[src/design/bfks_pkg.sv]
// ----------------------------------------------------------------------------
// bfks_pkg
// Shared types and constants for the bounded queue with id search.
// ----------------------------------------------------------------------------
package bfks_pkg;

    localparam int OP_W  = 3;
    localparam int ID_W  = 16;
    localparam int TAG_W = 8;
    localparam int MEM_W = 10;
    localparam int CNT_W = 5;   // capacity register, count and occupancy

    typedef enum logic [OP_W-1:0] {
        OP_ENQ    = 3'd0,
        OP_DEQ    = 3'd1,
        OP_PEEK_H = 3'd2,
        OP_PEEK_T = 3'd3,
        OP_SRCH   = 3'd4,
        OP_CLR    = 3'd5
    } op_t;

    typedef struct packed {
        logic [ID_W-1:0]  id;
        logic [TAG_W-1:0] tag;
        logic [MEM_W-1:0] mem;
    } rec_t;

    typedef enum logic [1:0] {
        RD_FRONT     = 2'd0,
        RD_TAIL      = 2'd1,
        RD_SCAN_NEXT = 2'd2
    } rd_sel_t;

    typedef enum logic [1:0] {
        UPD_NONE = 2'd0,
        UPD_ENQ  = 2'd1,
        UPD_DEQ  = 2'd2,
        UPD_CLR  = 2'd3
    } upd_t;

    typedef struct packed {
        logic    req_ready;
        logic    wr_en;
        logic    rd_en;
        rd_sel_t rd_sel;
        logic    scan_init;
        logic    scan_step;
        upd_t    upd;
        logic    out_load;
        logic    res_ok;
        logic    res_rec;
    } cmd_t;

    typedef struct packed {
        logic [OP_W-1:0] op;
        logic            req_valid;
        logic            count_zero;
        logic            can_enq;
        logic            out_free;
        logic            scan_hit;
        logic            scan_last;
    } stat_t;

endpackage

[src/design/bfks_req_if.sv]
// ----------------------------------------------------------------------------
// bfks_req_if
// Request channel: one queue operation with its record fields.
// ----------------------------------------------------------------------------
interface bfks_req_if;
    import bfks_pkg::*;

    logic             valid;
    logic             ready;
    logic [OP_W-1:0]  operation;
    logic [ID_W-1:0]  proc_id;
    logic [TAG_W-1:0] name_tag;
    logic [MEM_W-1:0] mem_tenths;

    modport source (output valid, operation, proc_id, name_tag, mem_tenths, input ready);
    modport sink   (input valid, operation, proc_id, name_tag, mem_tenths, output ready);
endinterface

[src/design/bfks_rsp_if.sv]
// ----------------------------------------------------------------------------
// bfks_rsp_if
// Result channel: status flag, record and queue fill state.
// ----------------------------------------------------------------------------
interface bfks_rsp_if;
    import bfks_pkg::*;

    logic             valid;
    logic             ready;
    logic             ok;
    logic [ID_W-1:0]  out_id;
    logic [TAG_W-1:0] out_tag;
    logic [MEM_W-1:0] out_mem;
    logic [CNT_W-1:0] occupancy;
    logic             is_empty;
    logic             is_full;

    modport source (output valid, ok, out_id, out_tag, out_mem, occupancy, is_empty, is_full,
                    input ready);
    modport sink   (input valid, ok, out_id, out_tag, out_mem, occupancy, is_empty, is_full,
                    output ready);
endinterface

[src/design/bfks_ctrl.sv]
// ----------------------------------------------------------------------------
// bfks_ctrl
// Sequencer: decodes the latched operation and steps the datapath.
// ----------------------------------------------------------------------------
module bfks_ctrl (
    input  logic           clk,
    input  logic           rst_n,
    input  bfks_pkg::stat_t stat,
    output bfks_pkg::cmd_t  cmd
);
    import bfks_pkg::*;

    typedef enum logic [3:0] {
        S_IDLE = 4'b0001,
        S_EXEC = 4'b0010,
        S_READ = 4'b0100,
        S_SCAN = 4'b1000
    } state_t;

    state_t state_reg;
    state_t state_next;

    always_ff @(posedge clk or negedge rst_n)
    begin
        if (!rst_n)
        begin
            state_reg <= S_IDLE;
        end
        else
        begin
            state_reg <= state_next;
        end
    end

    always_comb
    begin
        state_next    = state_reg;
        cmd           = '0;
        cmd.rd_sel    = RD_FRONT;
        cmd.upd       = UPD_NONE;

        unique case (state_reg)
            S_IDLE:
            begin
                cmd.req_ready = 1'b1;
                if (stat.req_valid)
                begin
                    state_next = S_EXEC;
                end
            end

            S_EXEC:
            begin
                if (stat.out_free)
                begin
                    unique case (stat.op)
                        OP_ENQ:
                        begin
                            cmd.out_load = 1'b1;
                            state_next   = S_IDLE;
                            if (stat.can_enq)
                            begin
                                cmd.wr_en  = 1'b1;
                                cmd.upd    = UPD_ENQ;
                                cmd.res_ok = 1'b1;
                            end
                        end
                        OP_DEQ, OP_PEEK_H, OP_PEEK_T:
                        begin
                            if (stat.count_zero)
                            begin
                                cmd.out_load = 1'b1;
                                state_next   = S_IDLE;
                            end
                            else
                            begin
                                cmd.rd_en  = 1'b1;
                                cmd.rd_sel = (stat.op == OP_PEEK_T) ? RD_TAIL : RD_FRONT;
                                state_next = S_READ;
                            end
                        end
                        OP_SRCH:
                        begin
                            if (stat.count_zero)
                            begin
                                cmd.out_load = 1'b1;
                                state_next   = S_IDLE;
                            end
                            else
                            begin
                                cmd.rd_en     = 1'b1;
                                cmd.rd_sel    = RD_FRONT;
                                cmd.scan_init = 1'b1;
                                state_next    = S_SCAN;
                            end
                        end
                        OP_CLR:
                        begin
                            cmd.upd      = UPD_CLR;
                            cmd.res_ok   = 1'b1;
                            cmd.out_load = 1'b1;
                            state_next   = S_IDLE;
                        end
                        default:
                        begin
                            // unused codes: refused, nothing changes
                            cmd.out_load = 1'b1;
                            state_next   = S_IDLE;
                        end
                    endcase
                end
            end

            S_READ:
            begin
                if (stat.out_free)
                begin
                    cmd.out_load = 1'b1;
                    cmd.res_ok   = 1'b1;
                    cmd.res_rec  = 1'b1;
                    cmd.upd      = (stat.op == OP_DEQ) ? UPD_DEQ : UPD_NONE;
                    state_next   = S_IDLE;
                end
            end

            S_SCAN:
            begin
                if (stat.scan_hit || stat.scan_last)
                begin
                    if (stat.out_free)
                    begin
                        cmd.out_load = 1'b1;
                        cmd.res_ok   = stat.scan_hit;
                        state_next   = S_IDLE;
                    end
                end
                else
                begin
                    cmd.scan_step = 1'b1;
                    cmd.rd_en     = 1'b1;
                    cmd.rd_sel    = RD_SCAN_NEXT;
                end
            end

            default:
            begin
                state_next = S_IDLE;
            end
        endcase
    end

endmodule

[src/design/bfks_dp.sv]
// ----------------------------------------------------------------------------
// bfks_dp
// Datapath: ring buffer memory, pointers, count, scan cursor, result register.
// ----------------------------------------------------------------------------
module bfks_dp #(
    parameter int DEPTH = 16
) (
    input  logic                      clk,
    input  logic                      rst_n,
    input  logic                      cfg_we,
    input  logic [bfks_pkg::CNT_W-1:0] cfg_wdata,
    bfks_req_if.sink                  req,
    bfks_rsp_if.source                rsp,
    input  bfks_pkg::cmd_t            cmd,
    output bfks_pkg::stat_t           stat
);
    import bfks_pkg::*;

    localparam int IDX_W = (DEPTH > 1) ? $clog2(DEPTH) : 1;
    localparam logic [IDX_W-1:0] IDX_LAST = IDX_W'(DEPTH - 1);

    rec_t             mem_arr [DEPTH];
    rec_t             rd_data_reg;

    logic [IDX_W-1:0] front_reg, front_next;
    logic [IDX_W-1:0] back_reg, back_next;
    logic [CNT_W-1:0] count_reg, count_next;
    logic [CNT_W-1:0] cap_reg;
    logic [CNT_W-1:0] cap_eff;

    logic [OP_W-1:0]  op_reg;
    rec_t             in_rec_reg;

    logic [IDX_W-1:0] scan_idx_reg;
    logic [CNT_W-1:0] scan_left_reg;

    logic [IDX_W-1:0] rd_addr;
    logic             out_valid_reg;

    function automatic logic [IDX_W-1:0] idx_inc(input logic [IDX_W-1:0] i);
        return (i == IDX_LAST) ? '0 : IDX_W'(i + 1'b1);
    endfunction

    function automatic logic [IDX_W-1:0] idx_dec(input logic [IDX_W-1:0] i);
        return (i == '0) ? IDX_LAST : IDX_W'(i - 1'b1);
    endfunction

    // effective capacity: register clamped into 1..DEPTH
    always_comb
    begin
        priority if (cap_reg == '0)
        begin
            cap_eff = CNT_W'(1);
        end
        else if (int'(cap_reg) > DEPTH)
        begin
            cap_eff = CNT_W'(DEPTH);
        end
        else
        begin
            cap_eff = cap_reg;
        end
    end

    always_ff @(posedge clk or negedge rst_n)
    begin
        if (!rst_n)
        begin
            cap_reg <= CNT_W'(16);
        end
        else if (cfg_we)
        begin
            cap_reg <= cfg_wdata;
        end
    end

    // request latch
    always_ff @(posedge clk)
    begin
        if (req.valid && req.ready)
        begin
            op_reg         <= req.operation;
            in_rec_reg.id  <= req.proc_id;
            in_rec_reg.tag <= req.name_tag;
            in_rec_reg.mem <= req.mem_tenths;
        end
    end

    always_comb
    begin
        unique case (cmd.rd_sel)
            RD_FRONT:     rd_addr = front_reg;
            RD_TAIL:      rd_addr = idx_dec(back_reg);
            RD_SCAN_NEXT: rd_addr = idx_inc(scan_idx_reg);
            default:      rd_addr = front_reg;
        endcase
    end

    always_ff @(posedge clk)
    begin
        if (cmd.wr_en)
        begin
            mem_arr[back_reg] <= in_rec_reg;
        end
        if (cmd.rd_en)
        begin
            rd_data_reg <= mem_arr[rd_addr];
        end
    end

    always_comb
    begin
        front_next = front_reg;
        back_next  = back_reg;
        count_next = count_reg;
        unique case (cmd.upd)
            UPD_ENQ:
            begin
                back_next  = idx_inc(back_reg);
                count_next = CNT_W'(count_reg + 1'b1);
            end
            UPD_DEQ:
            begin
                front_next = idx_inc(front_reg);
                count_next = CNT_W'(count_reg - 1'b1);
            end
            UPD_CLR:
            begin
                front_next = '0;
                back_next  = '0;
                count_next = '0;
            end
            default:
            begin
            end
        endcase
    end

    always_ff @(posedge clk or negedge rst_n)
    begin
        if (!rst_n)
        begin
            front_reg <= '0;
            back_reg  <= '0;
            count_reg <= '0;
        end
        else
        begin
            front_reg <= front_next;
            back_reg  <= back_next;
            count_reg <= count_next;
        end
    end

    // search cursor
    always_ff @(posedge clk)
    begin
        if (cmd.scan_init)
        begin
            scan_idx_reg  <= front_reg;
            scan_left_reg <= count_reg;
        end
        else if (cmd.scan_step)
        begin
            scan_idx_reg  <= idx_inc(scan_idx_reg);
            scan_left_reg <= CNT_W'(scan_left_reg - 1'b1);
        end
    end

    // result register
    always_ff @(posedge clk or negedge rst_n)
    begin
        if (!rst_n)
        begin
            out_valid_reg <= 1'b0;
        end
        else if (cmd.out_load)
        begin
            out_valid_reg <= 1'b1;
        end
        else if (rsp.ready)
        begin
            out_valid_reg <= 1'b0;
        end
    end

    always_ff @(posedge clk)
    begin
        if (cmd.out_load)
        begin
            rsp.ok        <= cmd.res_ok;
            rsp.out_id    <= cmd.res_rec ? rd_data_reg.id  : '0;
            rsp.out_tag   <= cmd.res_rec ? rd_data_reg.tag : '0;
            rsp.out_mem   <= cmd.res_rec ? rd_data_reg.mem : '0;
            rsp.occupancy <= count_next;
            rsp.is_empty  <= (count_next == '0);
            rsp.is_full   <= (count_next >= cap_eff);
        end
    end

    assign rsp.valid = out_valid_reg;
    assign req.ready = cmd.req_ready;

    assign stat.op         = op_reg;
    assign stat.req_valid  = req.valid;
    assign stat.count_zero = (count_reg == '0);
    assign stat.can_enq    = (count_reg < cap_eff);
    assign stat.out_free   = !out_valid_reg || rsp.ready;
    assign stat.scan_hit   = (rd_data_reg.id == in_rec_reg.id);
    assign stat.scan_last  = (scan_left_reg == CNT_W'(1));

endmodule

[src/design/bounded_fifo_with_key_search.sv]
// ----------------------------------------------------------------------------
// bounded_fifo_with_key_search
// Bounded queue of process records with dequeue, peek and search by id.
// ----------------------------------------------------------------------------
// steps: enqueue, clear and refused operations latch the request, then load the result;
//   dequeue and peek add one registered memory read first; search reads the records
//   one at a time, one memory read per record, until the id matches or none is left
// throughput: one request at a time, next request taken the cycle after the result loads
// reset: queue empty, capacity 16, memory contents left as they are
module bounded_fifo_with_key_search #(
    parameter int DEPTH = 16
) (
    input  logic                      clk,
    input  logic                      rst_n,
    input  logic                      cfg_we,
    input  logic [bfks_pkg::CNT_W-1:0] cfg_wdata,
    bfks_req_if.sink                  req,
    bfks_rsp_if.source                rsp
);
    import bfks_pkg::*;

    cmd_t  cmd;
    stat_t stat;

    bfks_ctrl u_ctrl (
        .clk   (clk),
        .rst_n (rst_n),
        .stat  (stat),
        .cmd   (cmd)
    );

    bfks_dp #(
        .DEPTH (DEPTH)
    ) u_dp (
        .clk       (clk),
        .rst_n     (rst_n),
        .cfg_we    (cfg_we),
        .cfg_wdata (cfg_wdata),
        .req       (req),
        .rsp       (rsp),
        .cmd       (cmd),
        .stat      (stat)
    );

endmodule
[src/flat_wrapper.sv]
// flat-port wrapper written by rule: the top's interface ports become plain ports
module bounded_fifo_with_key_search_flat import bfks_pkg::*;
#(
    parameter int DEPTH = 16
)
  (clk, rst_n, cfg_we, cfg_wdata, req_valid, req_operation, req_proc_id, req_name_tag, req_mem_tenths, req_ready, rsp_valid, rsp_ok, rsp_out_id, rsp_out_tag, rsp_out_mem, rsp_occupancy, rsp_is_empty, rsp_is_full, rsp_ready);
  bfks_req_if req_i ();
  bfks_rsp_if rsp_i ();
  input  logic clk;
  input  logic rst_n;
  input  logic cfg_we;
  input  logic [bfks_pkg::CNT_W-1:0] cfg_wdata;
  input wire logic [$bits(req_i.valid)-1:0] req_valid;
  input wire logic [$bits(req_i.operation)-1:0] req_operation;
  input wire logic [$bits(req_i.proc_id)-1:0] req_proc_id;
  input wire logic [$bits(req_i.name_tag)-1:0] req_name_tag;
  input wire logic [$bits(req_i.mem_tenths)-1:0] req_mem_tenths;
  output wire logic [$bits(req_i.ready)-1:0] req_ready;
  output wire logic [$bits(rsp_i.valid)-1:0] rsp_valid;
  output wire logic [$bits(rsp_i.ok)-1:0] rsp_ok;
  output wire logic [$bits(rsp_i.out_id)-1:0] rsp_out_id;
  output wire logic [$bits(rsp_i.out_tag)-1:0] rsp_out_tag;
  output wire logic [$bits(rsp_i.out_mem)-1:0] rsp_out_mem;
  output wire logic [$bits(rsp_i.occupancy)-1:0] rsp_occupancy;
  output wire logic [$bits(rsp_i.is_empty)-1:0] rsp_is_empty;
  output wire logic [$bits(rsp_i.is_full)-1:0] rsp_is_full;
  input wire logic [$bits(rsp_i.ready)-1:0] rsp_ready;
  assign req_i.valid = req_valid;
  assign req_i.operation = req_operation;
  assign req_i.proc_id = req_proc_id;
  assign req_i.name_tag = req_name_tag;
  assign req_i.mem_tenths = req_mem_tenths;
  assign req_ready = req_i.ready;
  assign rsp_valid = rsp_i.valid;
  assign rsp_ok = rsp_i.ok;
  assign rsp_out_id = rsp_i.out_id;
  assign rsp_out_tag = rsp_i.out_tag;
  assign rsp_out_mem = rsp_i.out_mem;
  assign rsp_occupancy = rsp_i.occupancy;
  assign rsp_is_empty = rsp_i.is_empty;
  assign rsp_is_full = rsp_i.is_full;
  assign rsp_i.ready = rsp_ready;
  bounded_fifo_with_key_search #(.DEPTH(DEPTH)) u_core (.clk(clk), .rst_n(rst_n), .cfg_we(cfg_we), .cfg_wdata(cfg_wdata), .req(req_i), .rsp(rsp_i));
endmodule
[config.mk]
export PLATFORM = sky130hd
export DESIGN_NAME = bounded_fifo_with_key_search_flat
export DESIGN_NICKNAME = d
export VERILOG_FILES = /design/src/design/bfks_pkg.sv /design/src/design/bfks_req_if.sv /design/src/design/bfks_rsp_if.sv /design/src/design/bfks_ctrl.sv /design/src/design/bfks_dp.sv /design/src/design/bounded_fifo_with_key_search.sv /design/src/flat_wrapper.sv
export SDC_FILE = /design/constraint.sdc
export NUM_CORES = 1
export LEC_CHECK = 0
export BUFFER_PORTS_ARGS = -buffer_cell sky130_fd_sc_hd__buf_2
export CELL_PAD_IN_SITES_DETAIL_PLACEMENT = 1
export CELL_PAD_IN_SITES_GLOBAL_PLACEMENT = 2
export CORE_AREA = 2 2 308 310
export DETAILED_ROUTE_END_ITERATION = 10
export DIE_AREA = 0 0 310 312
export PLACE_DENSITY = 0.63
export SYNTH_ARGS = -nofsm -noshare
export SYNTH_HDL_FRONTEND = slang
export SYNTH_SLANG_ARGS = --single-unit
[constraint.sdc]
create_clock -name clk -period 6.4 [get_ports clk]
set_clock_uncertainty 0.05 [all_clocks]
set_input_delay 0.32 -clock clk [delete_from_list [all_inputs] [get_ports clk]]
set_output_delay 0.32 -clock clk [all_outputs]
set_load 0.03 [all_outputs]
==> flow_summary.ini, run 1 <==
[grt]
antenna_found_initial = 2
grt_max_degree = 153
grt_usage_pct = 15.1
grt_pass1_wl_mm = 107
grt_overflow = 0
grt_pass1_vias = 16100

[clock_tree]
htree_num_levels = 3
cts.clk_slew.worst_paths_ns = 0.06
cts_buffers = 77
clock_latency_ns = 0.65
cts.sinks = 689
cts_tree = built
cts-root-buf = clkbuf_16
cts_buffer_depth = 3

[sta]
setup-tns-final_ns = 0
hold_ws_ns = 0.202
max_freq_mhz = 183
grt_setup_unrepaired = no
relSlewSlack_pct = 19.2
drv_slew = 0
hold_violations = 0
period_minus_slack_ns = 5.47
setup_violations = 0
finalCritPeriodShare_pct = 85.5
tightest_slew_ns = 1.20

[critical_path]
arrival_ns = 5.79
cp_max_fo = 78
critical-path-top-delay-family = simple AND/OR/NAND/NOR gates
crit_type = reg -> reg
crit_path_max_incr_delay_ns = 1.06
crit_required_ns = 6.71
worstSetupStartpointType = register
crit_buf_inv = 2
critPathSlowestCell = nor4_1
path_common_cell = nand4_1
crit_chain = xnor2_1 > nand4_1 > nor4_1 > nor2_1 > nand2_1 > ha_1 > nor2b_1 > a31oi_4 > buf_4 > buf_12 > mux2_2 > o211ai_1 > nand4_1
crit_path_end_kind = register

[layout]
final_common_cell = edfxtp_1
synthToLayoutAreaGrowth_pct = 18.8
largest_reg_flops = 544
drive_above_1_share_pct = 22.1
antenna_cells = 0
final_cell_area_um2 = 33000
fin_nets = 1907
layout_common_cells = edfxtp_1, nand2_1, mux2_2, mux2i_1, o211ai_1

[pwr]
finalPower_mw = 10.1
p_seq_share_pct = 50.9
pwr-share-comb_pct = 3.2
internal-power_mw = 7.90
peakVddDrop_mv = 0.186
power_switching_mw = 2.16
sw_frac_of_total_pct = 21.5
pwr_density_cell_nw_per_um2 = 305
p_leak_nw = 10.4
power.share.clock_pct = 45.9

[floorplanning]
fp.dieW_um = 310
fp.dieArea_um2 = 96700
rows = 112
die_y_um = 312
coreArea_um2 = 93000
io_pins = 91
start_util_pct = 29.8

[synthesis]
synth_ff_type = edfxtp_1
synth_top_area_share_pct = 72.1
synth_edf_count = 666
syn_avg_cell_area_um2 = 16.7
synth_largest_area_cell = edfxtp_1
synthCells = 1664
synth.area.top_cells = edfxtp_1, mux2_2, mux2i_1
synth_nets = 1737
seq_area_frac_synth_pct = 74.1
ys_ff_latch = 689
yosys.cell_types.count = 63
syn_area_um2 = 27800
synth_warnings = 0
synth_async_sr_flop_share_pct = 3.34

[detailed_routing]
wl_mm = 72.9
vias_per_cell = 4.79
vias = 15100
drtIter0Drc = 1018
drtAntennaViolNets = 0
wl_per_cell_um = 23.2
remaining_drc_errors = 0
drt_pass1_iterations = 6

[placement]
dpl.hpwl_mm = 38.6
gp_congestion = 0.731
portBuffers = 90
place_area_um2 = 29800

[flow_run]
drv_cap = 0

[hold_path]
holdCritPathClass = in -> async

[status]
status = finished, final reports clean
power groups by stage:
stage	logic, mW	clock network, mW	registers (mW)
final	0.322	4.62	5.12
after global routing	0.361	4.88	5.13
after CTS	0.330	4.73	5.12
after detailed placement	0.301	0	5.22
after global placement	0.299	0	5.21
after floorplan	0.173	0	5.19
through the flow:
stage / utilization [%] / std cells / setup slack [ns]
2_1_floorplan: - / 1664 / 1.57
3_3_place_gp: 32.1 / 2958 / 1.02
3_5_place_dp: 32.1 / 2958 / 0.987
4_1_cts: 35.4 / 3150 / 0.932
5_1_grt: 35.4 / 3150 / 0.646
6_report: 35.4 / 3150 / 0.927
area by class of cell:
type / instances / area [um2]
tap: 1254 / 1570
timing repair buffer: 176 / 1270
fill: 9500 / 60100
multi-input combinational: 870 / 6840
inverter: 20 / 75.1
clock buffer: 94 / 2030
clock inverter: 47 / 592
sequential: 689 / 20600
timing repair:
| item | in CTS | in global routing |
|---|---|---|
| buffers inserted | 0 | 0 |
| gates resized for setup | 0 | 0 |
| hold buffers | 51 | 0 |
| hold endpoints to repair | 65 | 0 |
| endpoints found under the setup margin | 0 | 0 |
per-layer routing:
| metal | track usage, % | routed length [um] |
|---|---|---|
| met1 | 20.9 | 33800 |
| met2 | 24.6 | 35000 |
| met3 | 2.39 | 2560 |
| met4 | 4.31 | 1630 |
| met5 | 0 | 0 |
Yosys cell counts (all sizes together) (19+ instances only):
| cell | instances |
|---|---|
| nor2 | 39 |
| mux2i | 141 |
| nand2 | 168 |
| edfxtp | 666 |
| mux2 | 143 |
| clkbuf | 37 |
| buf | 48 |
| o21ai | 19 |
| nand4 | 38 |
| xnor2 | 21 |
| ha | 25 |
| dfrtp | 21 |
| inv | 20 |
| and3 | 37 |
| o211ai | 135 |
path summary, 6_finish.rpt:
path,startpoint,to,slack [ns],cells past startpoint
max reg2reg,u_core.u_dp.in_rec_reg[32],u_core.u_dp.rd_data_reg[14],0.93,13
min in group clk,req_mem_tenths[8],u_core.u_dp.in_rec_reg[8],0.34,2
max,u_core.u_dp.in_rec_reg[32],u_core.u_dp.rd_data_reg[14],0.93,13
min,rst_n,u_core.u_dp.back_reg[1],0.20,2
min reg2reg,u_core.u_dp.rd_data_reg[6],u_core.u_dp.rsp.out_mem[6],0.51,1
max in group asynchronous,rst_n,u_core.u_dp.cap_reg[2],5.70,2
cells by family (layout without fill, tap and decap cells):
logic type / Yosys count / count (layout) / share of synthesized area, %
muxes: 284 / 284 / 10.9
DFF: 689 / 689 / 74.1
adders and majority gates: 27 / 27 / 1.24
buffers and inverters: 105 / 337 / 1.87
and+or+nand+nor: 338 / 338 / 5.83
xor gates and xnor gates: 24 / 24 / 0.757
AOI/OAI and AO/OA: 197 / 197 / 5.27
Power figures use the tool's default switching activity.
==> inputs of run 2 (changes only) <==
- BUFFER_PORTS_ARGS: -buffer_cell sky130_fd_sc_hd__buf_2 -> unset
- DONT_BUFFER_PORTS: unset -> 1
- PLACE_DENSITY: 0.63 -> 0.62
- REMOVE_ABC_BUFFERS: unset -> 1
==> run 2 against run 1 <==
Worst hold slack got worse by 0.16 ns. Cell area fell by 1.6%. Maximum frequency is 6.4% higher. Via count decreased by 2.4%. Global-route usage down 0.088 points. Critical endpoint is now u_core.u_dp.rd_data_reg[25]. Largest cell class unchanged. Largest power group unchanged.
==> flow_summary.ini, run 2 (same netlist as run 1, synthesis figures left out) <==
[layout]
fin_nets = 1819
synthToLayoutAreaGrowth_pct = 16.9
layout_common_cells = edfxtp_1, nand2_1, mux2_2, mux2i_1, o211ai_1
drive_above_1_share_pct = 18.4
nFillCells = 9485
final_cell_area_um2 = 32500
final_util_pct = 34.9
largest_reg_flops = 544
final_common_cell = edfxtp_1

[pwr]
p_leak_nw = 9.97
pwr_density_cell_nw_per_um2 = 304
peakVddDrop_mv = 0.196
finalPower_mw = 9.88

[sta]
hold_violations = 0
finalCritPeriodShare_pct = 80.3
tightest_slew_ns = 1.38
period_minus_slack_ns = 5.14
drv_slew = 0
max_freq_mhz = 194
grt_setup_unrepaired = no
relSlewSlack_pct = 7.91
setup_violations = 0

[placement]
place_area_um2 = 29400
dpl.hpwl_mm = 38.5
gp_congestion = 0.754
portBuffers = 0

[grt]
grt_pass1_vias = 15800
antenna_found_initial = 3
grt_pass1_wl_mm = 106
grt_usage_pct = 15.0
grt_max_degree = 135
grt_overflow = 0

[critical_path]
arrival_ns = 5.56
critPathSlowestCell = a21oi_4
cp_max_fo = 17
cp-startpoint = u_core.u_dp.in_rec_reg[24]
crit_path_end_kind = register
worstSetupStartpointType = register
crit_chain = xnor2_1 > nand4_1 > nor4_1 > nor2_1 > nand2_1 > ha_1 > or2b_1 > o21ai_0 > a31oi_1 > a21oi_4 > buf_4 > o211ai_1 > nand4_1
crit_buf_inv = 1
crit_required_ns = 6.82
path_common_cell = nand4_1
critical-path-top-delay-family = simple AND/OR/NAND/NOR gates
crit_path_max_incr_delay_ns = 0.76
timing.rr.start = u_core.u_dp.in_rec_reg[24]
crit_type = reg -> reg

[floorplanning]
fp.dieW_um = 310
io_pins = 91
coreArea_um2 = 93000
fp.dieArea_um2 = 96700
die_y_um = 312
rows = 112
start_util_pct = 29.8

[detailed_routing]
drtAntennaViolNets = 0
vias = 14700
wl_per_cell_um = 23.7
drt_pass1_iterations = 4
drtIter0Drc = 871
wl_mm = 72.5
remaining_drc_errors = 0
vias_per_cell = 4.81

[clock_tree]
cts_buffers = 80
cts.sinks = 689
cts-root-buf = clkbuf_16
cts_resized = 0
cts.clk_slew.worst_paths_ns = 0.06
post_cts_buffers = 0
cts_tree = built
cts_buffer_depth = 3
ctsHoldBuffers = 47
clock_latency_ns = 0.64
htree_num_levels = 3

[status]
status = finished, final reports clean

[hold_path]
min_from = req_valid
holdCritPathClass = in -> reg

[flow_run]
drv_cap = 0
## run 2: changes by cell type in the layout (fill, tap and decap cells not counted), moves of 2 or more
| cell | change |
|---|---|
| buf_2 | -90 |
| buf_12 | +3 |
| bufinv_16 | -5 |
| clkbuf_1 | -2 |
| dlygate4sd3_1 | -5 |
| clkinv_1 | +3 |
## run 2: final timing paths
kind | cells after the start | end | slack (ns)
setup / recovery | 13 | u_core.u_dp.rd_data_reg[25] | 1.26
hold / removal | 1 | u_core.u_dp.op_reg[1] | 0.04
setup reg to reg | 13 | u_core.u_dp.rd_data_reg[25] | 1.26
hold reg to reg | 1 | u_core.u_dp.cap_reg[0] | 0.51
max in group asynchronous | 2 | u_core.u_dp.cap_reg[4] | 5.95
min in group asynchronous | 2 | u_core.u_dp.count_reg[1] | 0.12
## run 2: stage by stage
stage	hold WS, ns	instances	worst slack, ns	TNS [ns]
after floorplan	-0.0256	1579	-15.65	-529.74
after global placement	-0.0243	2871	1.42	0
after detailed placement	-0.0239	2871	1.27	0
after CTS	0.00669	3060	1.23	0
after global routing	0.00194	3060	0.913	0
final	0.0448	3061	1.26	0
## run 2: where the power goes
group          switching [mW]  leakage [nW]  internal (mW)  total (mW)
registers               0.119          6.31           5.02        5.14
clock network            1.87          1.24           2.59        4.46
logic                   0.182          2.42         0.0993       0.281
## run 2: area by class of cell
type	count	area, um2	share of cell area, %
flip-flops and latches	689	20600	63.4
multi-input cells	870	6840	21.1
clock buffers	93	2050	6.32
well taps	1254	1570	4.83
repair buffers	85	841	2.59
clock inverters	49	493	1.52
inverters	20	75.1	0.231
diodes	1	2.50	0.00771
## run 2: per-layer routing
| metal | wire (um) | GRT usage (%) | part of all wire (%) |
|---|---|---|---|
| met4 | 1950 | 4.33 | 2.7 |
| met1 | 33400 | 20.7 | 46 |
| met5 | 36 | 0 | 0.050 |
| met3 | 3040 | 2.96 | 4.2 |
| met2 | 34100 | 24.0 | 47 |
